[config.mk]
export PLATFORM = sky130hd
export DESIGN_NAME = short_filename_formatter
export DESIGN_NICKNAME = d
export VERILOG_FILES = /design/src/rtl/sff_pkg.sv /design/src/rtl/short_filename_formatter.sv /design/src/rtl/sff_core.sv /design/src/rtl/sff_out_reg.sv
export VERILOG_INCLUDE_DIRS = /design/src /design/src/rtl
export SDC_FILE = /design/constraint.sdc
export NUM_CORES = 1
export LEC_CHECK = 0
export BUFFER_PORTS_ARGS = -buffer_cell sky130_fd_sc_hd__clkbuf_2
export CORE_MARGIN = 10
export CORE_UTILIZATION = 50
export CTS_CLUSTER_DIAMETER = 80
export DETAILED_ROUTE_END_ITERATION = 16
export GPL_TIMING_DRIVEN = 0
export PLACE_DENSITY = 0.72
export RECOVER_POWER = 50
export SLEW_MARGIN = 15
export SYNTH_ARGS = -nofsm -noshare
export SYNTH_HDL_FRONTEND = slang
export SYNTH_SLANG_ARGS = --single-unit
[constraint.sdc]
create_clock -name clk_i -period 3.4 [get_ports clk_i]
set_input_delay 1.02 -clock clk_i [delete_from_list [all_inputs] [get_ports clk_i]]
set_output_delay 1.02 -clock clk_i [all_outputs]
set_load 0.03 [all_outputs]
[src/rtl/short_filename_formatter_defines.svh]
// assertion macros used by the short filename formatter core (sff_core)
`ifndef SHORT_FILENAME_FORMATTER_DEFINES_SVH
`define SHORT_FILENAME_FORMATTER_DEFINES_SVH

`ifndef SYNTHESIS
`define SFF_ASSERT(lbl, clk, rstn, prop, msg) \
  lbl: assert property (@(posedge clk) disable iff (!rstn) prop) else $error(msg);
`define SFF_ASSERT_ALWAYS(lbl, clk, prop, msg) \
  lbl: assert property (@(posedge clk) prop) else $error(msg);
`else
`define SFF_ASSERT(lbl, clk, rstn, prop, msg)
`define SFF_ASSERT_ALWAYS(lbl, clk, prop, msg)
`endif

`endif

[src/rtl/sff_pkg.sv]
// types and constants for the short filename formatter
package sff_pkg;

  localparam int unsigned DefBaseChars  = 8;
  localparam int unsigned DefTotalChars = 11;
  localparam int unsigned PosW          = 4;
  localparam int unsigned CharW         = 8;

  localparam logic [CharW-1:0] CharSpace = 8'h20;
  localparam logic [CharW-1:0] CharDot   = 8'h2E;
  localparam logic [CharW-1:0] CharNul   = 8'h00;

  typedef enum logic [1:0] {
    PhBase = 2'd0,
    PhSkip = 2'd1,
    PhExt  = 2'd2,
    PhFull = 2'd3
  } phase_e;

  typedef struct packed {
    logic             valid;
    logic [CharW-1:0] char_val;
    logic             last;
  } emit_t;

endpackage

[src/rtl/short_filename_formatter.sv]
// Converts a zero-terminated filename, one byte per request, into the space-padded
// upper-case short name (BASE_CHARS base bytes, then the extension up to TOTAL_CHARS)
// followed by a zero byte marked with tlast. An ordinary character is taken in the same
// cycle that it is emitted or skipped, so a name streams in at one byte per clock while
// the output side keeps up. A dot that ends a short base, and the terminating zero, each
// hold the input while they emit their pad bytes, because the single output register
// moves one name byte per clock; a stalled output holds a byte that is to be emitted in
// the same cycle. A result passes from the input register through the output register.
module short_filename_formatter #(
  parameter int unsigned BASE_CHARS  = sff_pkg::DefBaseChars,
  parameter int unsigned TOTAL_CHARS = sff_pkg::DefTotalChars
) (
  input  logic       clk_i,
  input  logic       rst_ni,
  input  logic       s_axis_tvalid,
  output logic       s_axis_tready,
  input  logic [7:0] s_axis_tdata,   // [7:0] in_char
  output logic       m_axis_tvalid,
  input  logic       m_axis_tready,
  output logic [7:0] m_axis_tdata,   // [7:0] out_char
  output logic       m_axis_tlast    // is_last
);
  import sff_pkg::*;

  emit_t emit;
  logic  out_free;

  sff_core #(
    .BASE_CHARS (BASE_CHARS),
    .TOTAL_CHARS(TOTAL_CHARS)
  ) u_core (
    .clk_i     (clk_i),
    .rst_ni    (rst_ni),
    .in_valid_i(s_axis_tvalid),
    .in_ready_o(s_axis_tready),
    .in_char_i (s_axis_tdata),
    .out_free_i(out_free),
    .emit_o    (emit)
  );

  sff_out_reg u_out_reg (
    .clk_i  (clk_i),
    .rst_ni (rst_ni),
    .emit_i (emit),
    .free_o (out_free),
    .valid_o(m_axis_tvalid),
    .ready_i(m_axis_tready),
    .char_o (m_axis_tdata),
    .last_o (m_axis_tlast)
  );

endmodule

[src/rtl/sff_core.sv]
// input register and name formatting state machine
`include "short_filename_formatter_defines.svh"

module sff_core #(
  parameter int unsigned BASE_CHARS  = sff_pkg::DefBaseChars,
  parameter int unsigned TOTAL_CHARS = sff_pkg::DefTotalChars
) (
  input  logic                       clk_i,
  input  logic                       rst_ni,
  input  logic                       in_valid_i,
  output logic                       in_ready_o,
  input  logic [sff_pkg::CharW-1:0]  in_char_i,
  input  logic                       out_free_i,
  output sff_pkg::emit_t             emit_o
);
  import sff_pkg::*;

  localparam int unsigned BaseLen = (BASE_CHARS > TOTAL_CHARS) ? TOTAL_CHARS : BASE_CHARS;
  localparam logic [PosW-1:0] BaseLim  = PosW'(BaseLen);
  localparam logic [PosW-1:0] TotalLim = PosW'(TOTAL_CHARS);

  function automatic logic [CharW-1:0] to_upper(input logic [CharW-1:0] c);
    if (c >= 8'h61 && c <= 8'h7A) begin
      return c - 8'h20;
    end
    return c;
  endfunction

  logic             char_valid_q;
  logic [CharW-1:0] char_q;
  phase_e           phase_q, phase_d;
  logic [PosW-1:0]  pos_q, pos_d;
  logic [PosW-1:0]  pos_inc;
  logic             consume;
  logic             want;
  logic [CharW-1:0] want_char;
  logic             want_last;
  phase_e           ext_phase;

  assign pos_inc   = pos_q + PosW'(1);
  assign ext_phase = (pos_q >= TotalLim) ? PhFull : PhExt;
  assign in_ready_o = !char_valid_q || consume;

  always_ff @(posedge clk_i or negedge rst_ni) begin
    if (!rst_ni) begin
      char_valid_q <= 1'b0;
      phase_q      <= PhBase;
      pos_q        <= '0;
    end else begin
      phase_q <= phase_d;
      pos_q   <= pos_d;
      if (in_ready_o) begin
        char_valid_q <= in_valid_i;
      end
    end
  end

  always_ff @(posedge clk_i) begin
    if (in_ready_o && in_valid_i) begin
      char_q <= in_char_i;
    end
  end

  always_comb begin
    phase_d   = phase_q;
    pos_d     = pos_q;
    consume   = 1'b0;
    want      = 1'b0;
    want_char = CharSpace;
    want_last = 1'b0;
    if (char_valid_q) begin
      if (char_q == CharNul) begin
        // pad to the full name, then close with a zero byte
        want = 1'b1;
        if (pos_q < TotalLim) begin
          if (out_free_i) begin
            pos_d = pos_inc;
          end
        end else begin
          want_char = CharNul;
          want_last = 1'b1;
          if (out_free_i) begin
            consume = 1'b1;
            pos_d   = '0;
            phase_d = PhBase;
          end
        end
      end else begin
        unique case (phase_q)
          PhBase: begin
            if (char_q == CharDot) begin
              if (pos_q < BaseLim) begin
                want = 1'b1;
                if (out_free_i) begin
                  pos_d = pos_inc;
                end
              end else begin
                consume = 1'b1;
                phase_d = ext_phase;
              end
            end else if (pos_q < BaseLim) begin
              want      = 1'b1;
              want_char = to_upper(char_q);
              if (out_free_i) begin
                consume = 1'b1;
                pos_d   = pos_inc;
                if (pos_inc >= BaseLim) begin
                  phase_d = PhSkip;
                end
              end
            end else begin
              consume = 1'b1;
              phase_d = PhSkip;
            end
          end
          PhSkip: begin
            consume = 1'b1;
            if (char_q == CharDot) begin
              phase_d = ext_phase;
            end
          end
          PhExt: begin
            if (pos_q < TotalLim) begin
              want      = 1'b1;
              want_char = to_upper(char_q);
              if (out_free_i) begin
                consume = 1'b1;
                pos_d   = pos_inc;
                if (pos_inc >= TotalLim) begin
                  phase_d = PhFull;
                end
              end
            end else begin
              consume = 1'b1;
              phase_d = PhFull;
            end
          end
          PhFull: begin
            consume = 1'b1;
          end
          default: begin
            consume = 1'b1;
          end
        endcase
      end
    end
  end

  assign emit_o.valid    = want && out_free_i;
  assign emit_o.char_val = want_char;
  assign emit_o.last     = want_last;

  `SFF_ASSERT(a_pos_bound, clk_i, rst_ni, pos_q <= TotalLim, "position past name length")
  `SFF_ASSERT(a_last_resets, clk_i, rst_ni,
    (emit_o.valid && emit_o.last) |=> (pos_q == '0 && phase_q == PhBase),
    "closing byte did not restart the name")
  `SFF_ASSERT(a_skip_pos, clk_i, rst_ni, (phase_q == PhSkip) |-> (pos_q >= BaseLim),
    "skip phase with base field not full")
  `SFF_ASSERT(a_full_pos, clk_i, rst_ni, (phase_q == PhFull) |-> (pos_q == TotalLim),
    "extension full with name not complete")

endmodule

[src/rtl/sff_out_reg.sv]
// output register for formatted name bytes
module sff_out_reg (
  input  logic                      clk_i,
  input  logic                      rst_ni,
  input  sff_pkg::emit_t            emit_i,
  output logic                      free_o,
  output logic                      valid_o,
  input  logic                      ready_i,
  output logic [sff_pkg::CharW-1:0] char_o,
  output logic                      last_o
);
  import sff_pkg::*;

  logic             valid_q;
  logic [CharW-1:0] char_q;
  logic             last_q;

  assign free_o  = !valid_q || ready_i;
  assign valid_o = valid_q;
  assign char_o  = char_q;
  assign last_o  = last_q;

  always_ff @(posedge clk_i or negedge rst_ni) begin
    if (!rst_ni) begin
      valid_q <= 1'b0;
    end else if (emit_i.valid) begin
      valid_q <= 1'b1;
    end else if (ready_i) begin
      valid_q <= 1'b0;
    end
  end

  always_ff @(posedge clk_i) begin
    if (emit_i.valid) begin
      char_q <= emit_i.char_val;
      last_q <= emit_i.last;
    end
  end

endmodule
==> impl_metrics.py, run 1 <==
metrics = {
    "outcome": {
        "outcome": "finished, final reports clean",
    },
    "critical_path": {
        "timing.rr.end": "u_out_reg.char_o[5]$_SDFFCE_PN1P_",
        "r2r-start": "u_core.phase_q[0]$_DFFE_PN0P_",
        "path_buf_inv": 2,
        "crit_chain": "or4_4 > buf_6 > o21ai_4 > a21oi_1 > nor2b_2 > nand2_1 > clkbuf_2",
        "r2r_setup_slack_ns": 0.77,
        "cp_max_fo": 9,
        "crit_cells": 7,
        "criticalPathCategory": "flip-flop to output port",
        "cp-start-kind": "flip-flop",
        "crit_path_top_delay_cell": "or4_4",
        "arrival_ns": 2.16,
        "reg2reg_depth": 7,
        "cp.required_ns": 2.38,
        "critPathTopFamily": "simple AND/OR/NAND/NOR gates",
        "cpPeakStageDelay_ns": 0.56,
        "startpoint": "u_core.char_q[0]$_DFFE_PP_",
        "cp-end-kind": "output port",
    },
    "clock_tree": {
        "clockBufferDepth": 2,
        "clock-sinks": 25,
        "htreeDepth": 1,
        "clockRootBuffer": "clkbuf_4",
        "cts_buffers": 3,
        "holdBufCountCts": 0,
        "clock_latency_ns": 0.32,
        "cts_tree": "yes",
        "clk_pin_slew_ns": 0.15,
    },
    "run": {
        "drv_cap": 0,
    },
    "synthesis": {
        "ys_warn_count": 0,
        "synth_xor_area_share_pct": 1.17,
        "synth_fa_ha_area_share_pct": 5.85,
        "synth_seq_cells": 25,
        "muxShareOfSynthArea_pct": 0,
        "syn_area_sq_um": 1500,
        "syn_avg_cell_area_sq_um": 10.3,
        "synth_top_family_by_area": "compound AO/OA/AOI/OAI gates",
        "syn_inst": 145,
        "ys_seq_area_share_pct": 47.5,
        "yosys.area_share.simple_pct": 19.1,
        "synth_compound_area_share_pct": 22.5,
        "synth_nets": 164,
        "post_synth_num_cell_types": 47,
    },
    "die": {
        "row_count": 19,
        "start_util_pct": 53.3,
        "die-area_sq_um": 5580,
        "die_h_um": 74.7,
        "io-pin-count": 23,
        "die_w_um": 74.7,
        "core_sq_um": 2810,
    },
    "global_routing": {
        "grt_pass1_wl_um": 5200,
        "grt_pass1_vias": 1163,
        "grt_max_degree": 17,
        "grt_overflow": 0,
        "grtUsageTotal_pct": 11.4,
        "antenna_found_initial": 0,
    },
    "min_path": {
        "hp-start": "u_core.pos_q[0]$_DFFE_PN0P_",
        "min_path_type": "flip-flop to flip-flop",
        "min_path_cells": 1,
        "min_to": "u_core.pos_q[0]$_DFFE_PN0P_",
    },
    "timing": {
        "timing.setup.tns_ns": 0,
        "hold_viol": 0,
        "min_period_ns": 3.18,
        "rsz0062_at_grt": "no",
        "fmax_mhz": 315,
        "tightest_slew_ns": 0.695,
        "fin_worst_skew_ns": 0.00185,
        "period_share_pct": 93.4,
        "finalWorstSetupSlack_ns": 0.223,
        "final-max-slew-violation-count": 0,
        "slew_headroom_pct": 53.5,
        "setup_viol": 0,
    },
    "route": {
        "vias": 1247,
        "via_per_inst": 6.08,
        "wire_per_inst_um": 15.3,
        "detail_route.wirelength_um": 3130,
        "drtPass1Iterations": 4,
        "drt_iter0_markers": 68,
        "antenna_left": 0,
        "drc": 0,
    },
    "placed_design": {
        "place_area_sq_um": 1650,
        "port-buffer-count": 22,
        "dpl_worst_slack_ns": 0.170,
        "routabilityCongestion": 0.922,
        "hpwl_um": 2350,
    },
    "final_layout": {
        "most-common-layout-cells": "edfxtp_1, clkbuf_1, nor2_1, a21oi_1, clkbuf_2",
        "final_common_cell": "edfxtp_1",
        "antennaDiodeCount": 0,
        "final_layout_size_suffix_gt1_share_pct": 17.2,
        "area_growth_pct": 13.5,
        "final_area_sq_um": 1700,
        "fin_nets": 194,
    },
    "power": {
        "leakage_uw": 0.000656,
        "power.density_nw_per_um2": 682,
        "ir_drop_v": 0.000338,
    },
}
[cell families (layout without fill, tap and decap cells)]
logic type	after synthesis	after routing
adders and majority gates	7	7
AOI/OAI and AO/OA	49	49
DFF	25	25
buffers and inverters	13	42
xor gates and xnor gates	2	2
and+or+nand+nor	49	49
[routing by layer]
metal,vias to the layer above,wire length (um),global-route usage [%],part of all wire (%)
met5,-,0,0,0
met4,0,34,4.83,1.1
met3,6,219,2.76,7.0
met2,47,1390,17.6,44
met1,580,1490,14.8,47
li1,614,-,-,-
[flip-flops by register name (all words and copies together), names as in the netlist]
signal               count
u_core.char_q            8
u_out_reg.char_o         8
u_core.pos_q             4
u_core.phase_q           2
u_core.char_valid_q      1
u_out_reg.last_o         1
u_out_reg.valid_o        1
[layout make-up]
cell class	instances	area [sq um]
Fill cell	250	1110
Multi-Input combinational cell	107	741
Sequential cell	25	711
Timing Repair Buffer	25	119
Tap cell	31	38.8
Buffer	6	31.3
Inverter	7	26.3
Clock buffer	3	22.5
Clock inverter	1	8.76
[synthesized netlist by cell type, drive strengths merged]
cell / n / area share, %
buf: 2 / 1.1
a2111oi: 2 / 1.2
a211oi: 3 / 1.5
o21ai: 13 / 5.4
clkbuf: 4 / 1.0
nand4: 1 / 0.42
inv: 7 / 1.8
ha: 7 / 5.9
xor2: 2 / 1.2
a22o: 1 / 0.59
a21boi: 1 / 0.50
a211o: 1 / 0.59
or2: 2 / 1.0
nand2: 6 / 1.5
a31oi: 1 / 0.42
dfrtp: 8 / 13
and4: 1 / 0.59
nand4bb: 1 / 0.75
o2bb2ai: 1 / 0.59
and4bb: 1 / 0.84
nor3: 3 / 1.3
nor2: 11 / 2.8
and3: 5 / 2.2
or4: 2 / 1.3
and2: 2 / 0.84
nor2b: 5 / 2.1
edfxtp: 17 / 34
o221ai: 2 / 1.2
o21a: 1 / 0.50
nand3: 2 / 0.67
o22ai: 3 / 1.3
o31ai: 5 / 2.5
o41ai: 2 / 1.7
nor4: 4 / 1.7
a21oi: 11 / 3.7
a21o: 1 / 0.50
o211ai: 1 / 0.50
nand2b: 3 / 1.3
[timing repair]
action,CTS,global route
buffers inserted,0,3
gates resized for setup,1,5
pin swaps,0,1
gates cloned,0,0
endpoints found under the setup margin,1,1
[per-stage QoR]
stage               power (uW)  hold WS (ns)  utilization [%]  instances
global placement           980         0.530             58.7        198
floorplan                  870         0.499                -        145
finish                    1160         0.567             60.5        205
detailed placement         994         0.535             58.7        198
global route              1240         0.607             60.5        205
CTS                       1140         0.513             60.0        202
[worst max path at each step]
stage / to / slack, ns
floorplan: s_axis_tready / 0.42
global placement: s_axis_tready / 0.21
detailed placement: s_axis_tready / 0.17
CTS: s_axis_tready / 0.04
global route: s_axis_tready / 0.05
finish: s_axis_tready / 0.22
[where the power goes]
group	switching, uW	internal, uW	total [uW]
clock	98.0	47.9	146
combinational	343	210	553
sequential	57.5	402	459
total	498	660	1160
Power figures use the tool's default switching activity.
==> run 2, diff against run 1 <==
--- a/config.mk
+++ b/config.mk
@@ -8,13 +8,15 @@
 export LEC_CHECK = 0
 export BUFFER_PORTS_ARGS = -buffer_cell sky130_fd_sc_hd__clkbuf_2
 export CORE_MARGIN = 10
-export CORE_UTILIZATION = 50
+export CORE_UTILIZATION = 30
 export CTS_CLUSTER_DIAMETER = 80
 export DETAILED_ROUTE_END_ITERATION = 16
 export GPL_TIMING_DRIVEN = 0
-export PLACE_DENSITY = 0.72
+export MAX_ROUTING_LAYER = met4
+export PLACE_DENSITY = 0.48
 export RECOVER_POWER = 50
 export SLEW_MARGIN = 15
 export SYNTH_ARGS = -nofsm -noshare
 export SYNTH_HDL_FRONTEND = slang
+export SYNTH_HIERARCHICAL = 1
 export SYNTH_SLANG_ARGS = --single-unit
==> run 2 against run 1 <==
Compared with the run above: cell area rose by 1.3%; final cell count increased by 9.8%; critical path type unchanged; register-to-register slack got worse by 0.12 ns; clock-buffer cell count is the same; routed wire length is 1.9% higher; power is 26% higher; flip-flop and latch count unchanged; combinational power is 36% higher; utilization is 24 points lower.
==> impl_metrics.py, run 2 <==
metrics = {
    "power": {
        "power_frac_clock_pct": 12.2,
        "p_seq_share_pct": 36.5,
        "p_comb_share_pct": 51.3,
        "ir_drop_v": 0.000413,
        "switching_power_uw": 646,
        "totalPowerFinal_uw": 1460,
        "leakage_uw": 0.000653,
        "switching_share_pct": 44.2,
        "internal_power_uw": 817,
        "power.density_nw_per_um2": 851,
    },
    "critical_path": {
        "crit_chain": "or4_4 > or3_4 > nor2_1 > a221oi_2 > inv_1 > clkbuf_2",
        "arrival_ns": 2.26,
        "criticalPathCategory": "flip-flop to output port",
        "cp.required_ns": 2.38,
        "cp-start-kind": "flip-flop",
        "cp_max_fo": 5,
        "path_buf_inv": 2,
        "crit_path_top_delay_cell": "or4_4",
        "cp-end-kind": "output port",
        "cpPeakStageDelay_ns": 0.61,
        "critPathTopFamily": "simple AND/OR/NAND/NOR gates",
    },
    "die": {
        "io-pin-count": 23,
        "row_count": 25,
        "die_h_um": 89.6,
        "die-area_sq_um": 8030,
        "start_util_pct": 30.8,
        "core_sq_um": 4720,
        "die_w_um": 89.6,
    },
    "synthesis": {
        "syn_area_sq_um": 1450,
        "synth_nets": 148,
        "synth_flop_cell": "edfxtp_1",
        "synth_common_cells": "edfxtp_1, o21ai_0, dfrtp_1, inv_1",
        "synth_edf_count": 17,
        "syn_inst": 129,
        "ys_seq_area_share_pct": 48.9,
        "synth_top_area_share_pct": 35.1,
        "ys_warn_count": 6,
        "ys_top_cells_by_area": "edfxtp_1, dfrtp_1, ha_1",
        "synth_seq_cells": 25,
        "synth_largest_area_cell": "edfxtp_1",
        "syn_avg_cell_area_sq_um": 11.3,
        "synth_most_common_cell": "edfxtp_1",
        "synthArstFlopShare_pct": 32.0,
        "post_synth_num_cell_types": 51,
    },
    "clock_tree": {
        "clock_latency_ns": 0.27,
        "clock-sinks": 25,
        "holdBufCountCts": 0,
        "cts_tree": "yes",
        "clockRootBuffer": "clkbuf_8",
        "clockBufferDepth": 2,
        "htreeDepth": 1,
        "cts_buffers": 3,
        "clk_pin_slew_ns": 0.09,
    },
    "route": {
        "vias": 1117,
        "antenna_left": 0,
        "wire_per_inst_um": 14.2,
        "drt_iter0_markers": 194,
        "drtPass1Iterations": 4,
        "via_per_inst": 4.96,
        "drc": 0,
        "detail_route.wirelength_um": 3190,
    },
    "timing": {
        "fmax_mhz": 305,
        "rsz0062_at_grt": "no",
        "min_period_ns": 3.28,
        "period_share_pct": 96.3,
        "slew_headroom_pct": 48.7,
        "hold_viol": 0,
        "hold_slack_ns": 0.580,
        "timing.setup.tns_ns": 0,
        "setup_viol": 0,
        "tightest_slew_ns": 0.762,
        "final-max-slew-violation-count": 0,
        "fin_worst_skew_ns": 0.00166,
    },
    "global_routing": {
        "grt_max_degree": 16,
        "antenna_found_initial": 0,
        "gr-usage-met2_pct": 12.0,
        "grt_overflow": 0,
        "grt_pass1_vias": 1096,
        "grt_pass1_wl_um": 5180,
        "grt_busiest_layer": "met2",
        "use_met3_pct": 2.35,
        "grt_use_met1_pct": 10.7,
        "grtUsageTotal_pct": 8.36,
    },
    "placed_design": {
        "routabilityCongestion": 0.935,
        "place_area_sq_um": 1650,
        "hpwl_um": 2430,
        "port-buffer-count": 22,
    },
    "final_layout": {
        "multiInputGateArea_sq_um": 708,
        "final_area_sq_um": 1720,
        "area_growth_pct": 18.3,
        "fin_nets": 178,
        "fillers": 475,
        "final_layout_size_suffix_gt1_share_pct": 23.4,
        "final_common_cell": "edfxtp_1",
        "seqCellArea_sq_um": 711,
        "fin_util_pct": 36.4,
        "antennaDiodeCount": 0,
        "most-common-layout-cells": "edfxtp_1, clkbuf_1, clkbuf_2",
    },
    "min_path": {
        "min_path_type": "flip-flop to flip-flop",
    },
    "outcome": {
        "outcome": "finished, final reports clean",
    },
    "run": {
        "drv_cap": 0,
    },
}
==> run 2: through the flow <==
stage                     worst slack, ns  std cells
after floorplan                     0.419        129
after global placement             0.0972        218
after detailed placement            0.111        218
after CTS                          0.0576        222
after global routing               0.0101        225
final                               0.124        225
==> run 2: power by group through the flow <==
stage / clock [uW] / combinational (uW) / sequential [uW]
6_report: 179 / 751 / 534
5_1_grt: 204 / 828 / 548
4_1_cts: 188 / 747 / 534
3_5_place_dp: 0 / 734 / 541
3_3_place_gp: 0 / 714 / 533
2_1_floorplan: 0 / 488 / 597
==> run 2: area by class of cell <==
type / count / share of cell area (%)
clock inverters: 1 / 0.437
well taps: 67 / 4.88
multi-input cells: 92 / 41.2
inverters: 9 / 1.97
flip-flops and latches: 25 / 41.3
repair buffers: 25 / 6.91
clock buffers: 3 / 2.40
plain buffers: 3 / 0.873
==> run 2: worst min-delay path, stage by stage (launching register included) <==
cell and delay, ns:
dfrtp_1 0.39, nand2b_4 0.09, nand2b_2 0.07
==> run 2: cells by family (layout without fill, tap and decap cells) <==
family / count (synthesis) / after routing / synth area share (%)
AOI/OAI and AO/OA: 35 / 35 / 16.5
xor gates and xnor gates: 2 / 2 / 1.21
adders and majority gates: 7 / 7 / 6.03
buffers and inverters: 12 / 41 / 3.36
DFF: 25 / 25 / 48.9
muxes: 2 / 2 / 1.72
and+or+nand+nor: 46 / 46 / 22.3
==> run 2: final timing paths <==
path,start,endpoint,slack (ns),cells after the start
worst max-delay path,u_core/char_q[0]$_DFFE_PP_,s_axis_tready,0.12,6
worst min-delay path,u_out_reg/valid_o$_DFFE_PN0P_,u_out_reg/valid_o$_DFFE_PN0P_,0.58,2
worst max register to register,u_core/char_q[0]$_DFFE_PP_,u_core/char_q[1]$_DFFE_PP_,0.65,6
worst min register to register,u_out_reg/valid_o$_DFFE_PN0P_,u_out_reg/valid_o$_DFFE_PN0P_,0.58,2
max in group asynchronous,rst_ni,u_out_reg/valid_o$_DFFE_PN0P_,2.40,1
min in group asynchronous,rst_ni,u_core/pos_q[0]$_DFFE_PN0P_,0.67,1
==> run 2: timing repair <==
action / 4_1_cts / 5_1_grt
pin swaps: 0 / 2
gates resized for setup: 2 / 2
gates cloned: 0 / 0
setup endpoints to repair: 1 / 1
endpoints found under the hold margin: 0 / 0
buffers inserted: 0 / 3
==> run 2: metal layers <==
metal	part of all wire (%)	vias up
li1	-	541
met1	46	535
met2	47	37
met3	6.3	4
met4	0.85	0
met5	0	-
==> run 3, diff against run 2 <==
--- a/config.mk
+++ b/config.mk
@@ -7,6 +7,7 @@
 export NUM_CORES = 1
 export LEC_CHECK = 0
 export BUFFER_PORTS_ARGS = -buffer_cell sky130_fd_sc_hd__clkbuf_2
+export CORE_ASPECT_RATIO = 1.2
 export CORE_MARGIN = 10
 export CORE_UTILIZATION = 30
 export CTS_CLUSTER_DIAMETER = 80
@@ -15,7 +16,7 @@
 export MAX_ROUTING_LAYER = met4
 export PLACE_DENSITY = 0.48
 export RECOVER_POWER = 50
-export SLEW_MARGIN = 15
+export SLEW_MARGIN = 10
 export SYNTH_ARGS = -nofsm -noshare
 export SYNTH_HDL_FRONTEND = slang
 export SYNTH_HIERARCHICAL = 1
==> run 3 against run 2 <==
Compared with the run above: hold slack improved by 0.0090 ns; worst setup slack improved by 0.038 ns; global-route usage decreased by 0.53 points; clock-buffer cell count unchanged; clock skew rose by 0.0013 ns; final cell count down 4.9%; via count down 1.3%; first-iteration DRC count shrank 61%; register-to-register slack better by 0.11 ns; power is 1.1% lower; utilization up 0.18 points.
==> impl_metrics.py, run 3 (same netlist as run 2, synthesis figures left out) <==
metrics = {
    "outcome": {
        "outcome": "finished, final reports clean",
    },
    "die": {
        "die-area_sq_um": 8040,
        "io-pin-count": 23,
        "core_sq_um": 4630,
        "row_count": 27,
        "die_h_um": 96.2,
        "start_util_pct": 31.4,
        "die_w_um": 83.5,
    },
    "critical_path": {
        "arrival_ns": 2.22,
        "criticalPathCategory": "flip-flop to output port",
        "cp.required_ns": 2.38,
        "cp-end-kind": "output port",
        "cp-start-kind": "flip-flop",
        "cp_max_fo": 5,
    },
    "clock_tree": {
        "clockRootBuffer": "clkbuf_8",
        "htreeDepth": 1,
        "cts_tree": "yes",
        "clock_latency_ns": 0.26,
        "cts_buffers": 3,
        "clockBufferDepth": 2,
        "clock-sinks": 25,
        "clk_pin_slew_ns": 0.09,
        "holdBufCountCts": 0,
    },
    "placed_design": {
        "hpwl_um": 2450,
        "dpl_worst_slack_ns": 0.121,
        "port-buffer-count": 22,
        "dp.cells": 209,
        "routabilityCongestion": 0.789,
    },
    "final_layout": {
        "fillers": 451,
        "final_layout_size_suffix_gt1_share_pct": 22.4,
        "area_growth_pct": 16.5,
        "antennaDiodeCount": 0,
        "fin_util_pct": 36.6,
        "final_cells": 214,
        "most-common-layout-cells": "edfxtp_1, clkbuf_1, clkbuf_2",
        "final_common_cell": "edfxtp_1",
        "fin_nets": 176,
    },
    "power": {
        "totalPowerFinal_uw": 1450,
        "switching_share_pct": 44.2,
        "p_seq_share_pct": 36.8,
        "leakage_uw": 0.000642,
        "switching_power_uw": 640,
        "internal_power_uw": 807,
        "p_comb_share_pct": 51.0,
        "power.density_nw_per_um2": 855,
        "power_frac_clock_pct": 12.3,
        "ir_drop_v": 0.000357,
    },
    "timing": {
        "setup_viol": 0,
        "tightest_slew_ns": 0.736,
        "rsz0062_at_grt": "no",
        "finalWorstSetupSlack_ns": 0.162,
        "fin_worst_skew_ns": 0.00293,
        "timing.setup.tns_ns": 0,
        "final-max-slew-violation-count": 0,
        "fmax_mhz": 309,
        "min_period_ns": 3.24,
        "hold_viol": 0,
        "period_share_pct": 95.2,
        "slew_headroom_pct": 50.5,
    },
    "global_routing": {
        "use_met3_pct": 2.03,
        "grt_busiest_layer": "met2",
        "antenna_found_initial": 0,
        "grt_overflow": 0,
        "gr-usage-met2_pct": 12.4,
        "grt_max_degree": 16,
        "grt_pass1_vias": 1120,
        "grt_use_met1_pct": 9.21,
        "grtUsageTotal_pct": 7.83,
        "grt_pass1_wl_um": 5130,
    },
    "route": {
        "drc": 0,
        "vias": 1102,
        "antenna_left": 0,
        "via_per_inst": 5.15,
        "drtPass1Iterations": 4,
        "drt_iter0_markers": 76,
        "detail_route.wirelength_um": 3180,
        "wire_per_inst_um": 14.9,
    },
    "run": {
        "drv_cap": 0,
    },
    "min_path": {
        "min_path_type": "flip-flop to flip-flop",
    },
}
run 3: changes by cell type in the layout (fill, tap and decap cells not counted):
| cell | before | now |
|---|---|---|
| buf_4 | 4 | 2 |
run 3: power by group through the flow:
stage / Clock [uW] / Combinational [uW] / Sequential (uW)
2_1_floorplan: 0 / 488 / 597
3_3_place_gp: 0 / 723 / 535
3_5_place_dp: 0 / 732 / 539
4_1_cts: 189 / 745 / 531
5_1_grt: 202 / 817 / 545
6_report: 178 / 737 / 532
run 3: metal layers:
metal  wire [um]  part of all wire, %
met5           0                    0
met2        1510                   47
met3         135                  4.2
met1        1500                   47
met4          36                  1.1
run 3: final cells by class:
class / count / area (sq um) / share of cell area, %
plain buffers: 3 / 15.0 / 0.887
clock buffers: 3 / 41.3 / 2.44
clock inverters: 1 / 7.51 / 0.443
inverters: 9 / 33.8 / 2.00
multi-input cells: 92 / 708 / 41.8
flip-flops and latches: 25 / 711 / 42.0
well taps: 58 / 72.6 / 4.29
repair buffers: 23 / 104 / 6.13
run 3: critical path: stages, from the launching register on:
cell      delay, ns
edfxtp_1       0.43
or4_4          0.61
or3_4          0.39
nor2_1         0.16
a221oi_2       0.12
inv_1          0.06
clkbuf_2       0.20
run 3: repair_timing:
item / 4_1_cts / 5_1_grt
buffers inserted: 0 / 1
pin swaps: 0 / 2
setup endpoints to repair: 1 / 1
endpoints found under the hold margin: 0 / 0
gates cloned: 0 / 0
resized for setup: 2 / 2
run 3: path summary, 6_finish.rpt:
path | cells past startpoint | slack [ns] | endpoint | from
max reg2reg | 6 | 0.76 | u_out_reg/char_o[2]$_DFFE_PP_ | u_core/phase_q[0]$_DFFE_PN0P_
max | 6 | 0.16 | s_axis_tready | u_core/char_q[0]$_DFFE_PP_
min in group asynchronous | 1 | 0.67 | u_core/pos_q[1]$_DFFE_PN0P_ | rst_ni
max in group asynchronous | 1 | 2.42 | u_out_reg/valid_o$_DFFE_PN0P_ | rst_ni
min reg2reg | 2 | 0.59 | u_out_reg/valid_o$_DFFE_PN0P_ | u_out_reg/valid_o$_DFFE_PN0P_
min | 2 | 0.59 | u_out_reg/valid_o$_DFFE_PN0P_ | u_out_reg/valid_o$_DFFE_PN0P_
run 3: per-stage QoR:
| stage | area (sq um) | hold WS, ns |
|---|---|---|
| after floorplan | 1450 | 0.540 |
| after global placement | 1640 | 0.554 |
| after detailed placement | 1640 | 0.574 |
| after CTS | 1690 | 0.588 |
| after global routing | 1690 | 0.623 |
| final | 1690 | 0.589 |
